==> src/rtl/dpd_isqrt.sv <==
// Pipelined integer square root, one result bit per stage.
`default_nettype none

module dpd_isqrt #(
  parameter int XW = 62
) (
  input  wire logic              clk,
  input  wire logic              en,
  input  wire logic [XW-1:0]     rad,
  output logic      [XW/2-1:0]   root
);

  localparam int H  = XW / 2;
  localparam int RW = H + 3;

  logic [XW-1:0] xs [H+1];
  logic [RW-1:0] rs [H+1];
  logic [H-1:0]  qs [H+1];

  assign xs[0] = rad;
  assign rs[0] = '0;
  assign qs[0] = '0;

  for (genvar i = 0; i < H; i++) begin : g_stage
    logic [RW-1:0] rsh;
    logic [RW-1:0] trial;
    logic          ge;

    always_comb begin
      rsh   = {rs[i][RW-3:0], xs[i][XW-1 -: 2]};
      trial = RW'({qs[i], 2'b01});
      ge    = rsh >= trial;
    end

    always_ff @(posedge clk) begin
      if (en) begin
        xs[i+1] <= xs[i] << 2;
        rs[i+1] <= ge ? rsh - trial : rsh;
        qs[i+1] <= {qs[i][H-2:0], ge};
      end
    end
  end

  assign root = qs[H];

endmodule

`default_nettype wire

==> config.mk <==
export PLATFORM = sky130hd
export DESIGN_NAME = dpd_isqrt
export DESIGN_NICKNAME = d
export VERILOG_FILES = /design/src/rtl/dpd_isqrt.sv
export SDC_FILE = /design/constraint.sdc
export NUM_CORES = 2
export LEC_CHECK = 0
export ABC_AREA = 0
export BUFFER_PORTS_ARGS = -buffer_cell sky130_fd_sc_hd__buf_4
export CAP_MARGIN = 20
export CORE_ASPECT_RATIO = 0.8
export CORE_UTILIZATION = 45
export CTS_CLUSTER_DIAMETER = 30
export CTS_CLUSTER_SIZE = 30
export DETAILED_ROUTE_END_ITERATION = 10
export PLACE_DENSITY_LB_ADDON = 0.08
export SYNTH_ARGS = -nofsm -noshare
export SYNTH_HDL_FRONTEND = slang
export SYNTH_SLANG_ARGS = --single-unit
export TNS_END_PERCENT = 30
==> constraint.sdc <==
create_clock -name clk -period 6.3 [get_ports clk]
set_input_delay 0.63 -clock clk [delete_from_list [all_inputs] [get_ports clk]]
set_output_delay 0.63 -clock clk [all_outputs]
set_load 0.01 [all_outputs]
Word level (Yosys, flattened, before mapping)
Index checks and enable logic that the tools add are counted.
{"block": "word_totals", "ff_bits": 2357, "inputBits": 64}
{"block": "classes", "add_sub_neg": 30, "magnitude_cmp": 31, "muxes": 30}
{"cell": "2-to-1 mux 32 bit", "count": 29}
{"cell": ">= comparator 34 x 10 -> 1 bit", "count": 1}
{"cell": ">= comparator 34 x 11 -> 1 bit", "count": 1}
{"cell": ">= comparator 34 x 12 -> 1 bit", "count": 1}
{"cell": ">= comparator 34 x 13 -> 1 bit", "count": 1}
{"cell": ">= comparator 34 x 14 -> 1 bit", "count": 1}
{"cell": ">= comparator 34 x 15 -> 1 bit", "count": 1}
{"cell": ">= comparator 34 x 16 -> 1 bit", "count": 1}
{"cell": ">= comparator 34 x 17 -> 1 bit", "count": 1}
{"cell": ">= comparator 34 x 18 -> 1 bit", "count": 1}
{"cell": ">= comparator 34 x 19 -> 1 bit", "count": 1}
{"cell": ">= comparator 34 x 20 -> 1 bit", "count": 1}
{"cell": ">= comparator 34 x 21 -> 1 bit", "count": 1}
{"cell": ">= comparator 34 x 22 -> 1 bit", "count": 1}
{"cell": ">= comparator 34 x 23 -> 1 bit", "count": 1}
{"cell": ">= comparator 34 x 24 -> 1 bit", "count": 1}
{"cell": ">= comparator 34 x 25 -> 1 bit", "count": 1}
{"cell": ">= comparator 34 x 26 -> 1 bit", "count": 1}
{"cell": ">= comparator 34 x 27 -> 1 bit", "count": 1}
{"cell": ">= comparator 34 x 28 -> 1 bit", "count": 1}
{"cell": ">= comparator 34 x 29 -> 1 bit", "count": 1}
{"cell": ">= comparator 34 x 3 -> 1 bit", "count": 1}
{"cell": ">= comparator 34 x 30 -> 1 bit", "count": 1}
{"cell": ">= comparator 34 x 31 -> 1 bit", "count": 1}
{"cell": "39 further kinds", "count": 39}

Depth between registers and ports, before layout
{"block": "logic_depth", "ltp_word": 2, "ltp_mapped": 15, "mapped_depth_nobuf": 12}

Worst setup path after synthesis
Ideal clock, no wire load.
{"block": "synth_timing", "path_kind": "register -> register", "start": "register rs (netlist bit g_stage[29].rsh[9])", "end": "register rs (netlist bit g_stage[30].rsh[23]) (data pin)", "setup_time_ps": 260, "arrival_time_ps": 3197, "t_required_ps": 6040, "setup_slack_ps": 2843, "path_stages_with_launch": 13, "path_buffers": 2, "path_cell_list": "edfxtp_1 ha_1 clkbuf_1 nand4_1 or2_1 a2111oi_0 o31a_1 o211ai_1 a211oi_1 o311ai_1 nand2_1 buf_2 mux2_2"}
{"block": "synth_between", "elab_chain_cells": 2, "elab_cells_between_ends": 3, "cone_classes": "add/sub: 1; order compare: 1; mux: 1"}
{"element": "start: declaration", "line": "17", "rtl": "logic [RW-1:0] rs [H+1];"}
{"element": "start signal: indexed assignment", "line": "38", "rtl": "rs[i+1] <= ge ? rsh - trial : rsh;"}
{"element": ">= comparator 34 x 31 -> 1 bit", "line": "32", "rtl": "ge = rsh >= trial;"}
{"element": "named net g_stage[29].ge", "line": "27", "rtl": "logic ge;"}
{"element": "2-to-1 mux 32 bit", "line": "38"}
The timed path passes the listed nets, and every way through them passes these cells.
A chain may end at the register's enable or synchronous reset.

Worst setup path in the final report
{"block": "layout_timing", "start": "register rs (netlist bit g_stage[29].rsh[10])", "end": "register rs (netlist bit g_stage[30].rsh[11]) (data pin)"}
{"block": "layout_between", "elab_chain_cells": 2}
{"element": ">= comparator 34 x 31 -> 1 bit", "line": "32"}
{"element": "2-to-1 mux 32 bit", "line": "38"}
No other way between the ends.

==> impl_results.md <==
* Status: completed
* Predominant post-synthesis flop cell: edfxtp_1
* Share of layout cells above drive strength 1 at 0.115
* DRC Markers at 0
* Via density at 5.33
* Yosys top cell by area: edfxtp_1
* Cell Area, Synth at about 0.11 mm^2
* CTS tree: yes
* Critical-path top delay cell: nand2_2
* RSZ-0062 raised after global routing: false
* First-pass GRT wire length at around 370000 um
* Seq pwr share at 0.388
* Hold path depth at 1
* Most frequent cell after synthesis: edfxtp_1
* Clock sink total at about 2300
* Initial Utilization at 0.453
* Critical Path Sink Type: register
* Final min period at 4490 ps
* Post-synth top area share at 0.643
* Fillers at 20025
* # hold bufs at CTS at 63
* Worst IR Drop VDD at 0.288 mV
* Non-Filler Instances at ~12000
* Grt ovf at 0
* Achievable Freq at around 220 MHz
* Pre-antenna DRT Iters at 7
* #FFs+latches synth at between 2000 and 2500
* Slowest stage delay, CP at around 690 ps
* Slew margin rel. at 0.225
* Cts repair resizes at 0
* Vias in the first global route at 65692
* Skew-Pair Late Insertion Delay at 900 ps
* Largest net degree at the start of global routing at roughly 180
* Post-Syn Instances at between 8000 and 9000
* FFs w/ async S/R, synth at 0
* Final Cycle Share at 0.713
* H-tree levels at 5
* Std cell rows at about 160
* Crit path DAT at about 5000 ps
* Final nets at ~9500
* DIE AREA at ~0.24 mm^2
* Routability cong. at around 0.89
* I/O Pins at 95
* CP required at 6920 ps
* Worst Setup SP: g_stage[29].rsh[10]
* Pint at ~40 mW
* Core ar. at 0.241 mm^2
* Worst Max-Slew Pin Slew at around 1200 ps
* Pwr/cell area at 419 mW/mm^2
* CTS buffer count at roughly 440
* Placed Area at roughly 0.11 mm^2
* Worst path depth at 10
* Final ANT Viol Nets at 0
* Sequential share of the synthesized area at 0.643
* Critical path type: reg2reg
* Cell variety after synth at 93
* HPWL Detailed at 164000 um
* Clock power share at 0.442
* Number of synthesized flops with an enable pin at about 2300
* CP top delay family: compound AO/OA/AOI/OAI gates
* Final Hold Fails at 0
* List of most frequent post-synthesis cells: edfxtp_1, inv_1, nor2_1, a21oi_1, nand2_1
* Post-Route Setup TNS at 0 ps
* R2r endpoint: g_stage[30].rsh[11]
* Reg2Reg Depth at 10
* Clk slew on worst S/H paths at approximately 50 ps
* Top post-synthesis cells by area: edfxtp_1, ha_1, xnor2_1
* Final setup fails at 0
* Switching power at 14.8 mW
* CP Launch Type: register
* Hold crit path type: in2reg
* CP bufs+invs at 0
* Sw Share at 0.272
* Synth Net Count at about 9000
* Max-Cap Viols at 0
* Routed wire length at between 200000 and 250000 um
* Area growth from synthesis to layout at 19.0%
* Worst setup endpoint: g_stage[30].rsh[11]
* Crit Path Max Fanout at 32
* CP cell instances: ha_1, nand4_1, or2_1, a2111oi_0, o31a_1, o211ai_1, a211oi_1, o311ai_1, nand2_2, mux2_2
* Root buffer cell: clkbuf_16
* Die Y at ~440 um
* Fin. max-slew vios at 0
* Drt initial violations at 5052
* Initial antenna violation count at 2
* GRT Overall Usage at 0.188
* Worst r2r src: g_stage[29].rsh[10]
* Routed vias at 66569
* Die width at 553 um
* Clock Path Buffers at 4
* P_leak at about 50 nW
* Reg-to-reg slack, setup at 1810 ps
* Clock Skews at 59.2 ps
* Setup Fix Bufs, Post-CTS at 0
* Final non-filler cell area at 0.130 mm^2
* Port bufs at 94
* Inst Count DP at 11603
* Wire per inst at 18.7 um
* Syn Area/Cell at between 10 and 15 um^2
* Synth warn at 0
* Combinational share of power at 0.171
## routing by layer
layer  global-route usage  routed length, um
met5                    0                  0
met4               0.0521               4920
met3               0.0309              11400
met2                0.295             106000
met1                0.270             111000
## state kept, by name, summed over array words and instances, names as in the netlist
name and cells:
g_stage.rsh 974, g_stage.trial 465, root 31, xs 870
## layout make-up
class | instances | area (um^2) | area share
well taps | 3178 | 3980 | 0.0306
inverters | 668 | 2510 | 0.0193
clock inverters | 331 | 4160 | 0.0320
repair buffers | 209 | 1880 | 0.0145
diodes | 2 | 5.00 | 0.0000385
flip-flops and latches | 2340 | 70300 | 0.540
clock buffers | 488 | 11300 | 0.0870
multi-input cells | 5271 | 35900 | 0.276
## worst register-to-register path: cells and delay by family, from the launching register on
| family | cells | cell delay [ps] |
|---|---|---|
| flops | 1 | 390 |
| compound gates | 5 | 1780 |
| fa+ha+maj | 1 | 430 |
| simple gates | 3 | 1180 |
| mux | 1 | 460 |
## through the flow
stage | util | hold WS, ps | power, mW | setup WS (ps)
finish | 0.540 | 318 | 54.5 | 1810
global route | 0.540 | 325 | 57.0 | 1470
CTS | 0.540 | 293 | 55.1 | 1880
detailed placement | 0.473 | 405 | 30.6 | 1930
global placement | 0.473 | 400 | 30.6 | 2000
floorplan | - | 400 | 27.6 | 2840
## power by group through the flow
stage               registers (mW)  clock network (mW)  logic [mW]
CTS                           21.2                24.6        9.31
finish                        21.1                24.1        9.31
global placement              21.4                   0        9.15
floorplan                     20.7                   0        6.86
detailed placement            21.4                   0        9.21
global route                  21.3                25.3        10.4
## placed cells by master (no fill, tap or decap), drive strengths merged, types with 54 or more instances in the layout
cell type,synthesis,final
mux2,99,99
nand2b,105,105
nor2,562,562
o21a,88,88
buf,21,146
xor2,361,361
nand2,542,542
clkbuf,132,488
or3,71,71
o31ai,54,54
a21o,220,220
nor3,188,188
o21ai,390,390
or4,56,56
a31oi,67,67
nand3,123,123
nor4,106,106
bufinv,0,71
a21oi,558,558
dlygate4sd3,0,63
nand4,96,96
ha,528,528
nor2b,71,71
clkinv,4,153
xnor2,402,402
inv,664,722
edfxtp,2340,2340
## worst min-delay path by stage
| stage | from | to | slack [ps] |
|---|---|---|---|
| CTS | en | xs[1607] | 290 |
| finish | en | xs[1786] | 320 |
| global placement | xs[302] | xs[242] | 400 |
| floorplan | xs[1422] | g_stage[10].rsh[0] | 400 |
| detailed placement | xs[1102] | xs[1042] | 400 |
| global route | en | xs[1607] | 320 |
## kinds of logic after synthesis
family | count (synthesis) | synth area share
AO/OA/AOI/OAI | 1712 | 0.0978
XOR/XNOR | 763 | 0.0612
adder cells (fa/ha/maj) | 528 | 0.0605
buffers and inverters | 821 | 0.0285
flip-flops | 2340 | 0.643
multiplexers | 109 | 0.0111
other | 1 | 0.0000343
AND/OR/NAND/NOR | 2158 | 0.0978
(Power assumes the default switching activity.)
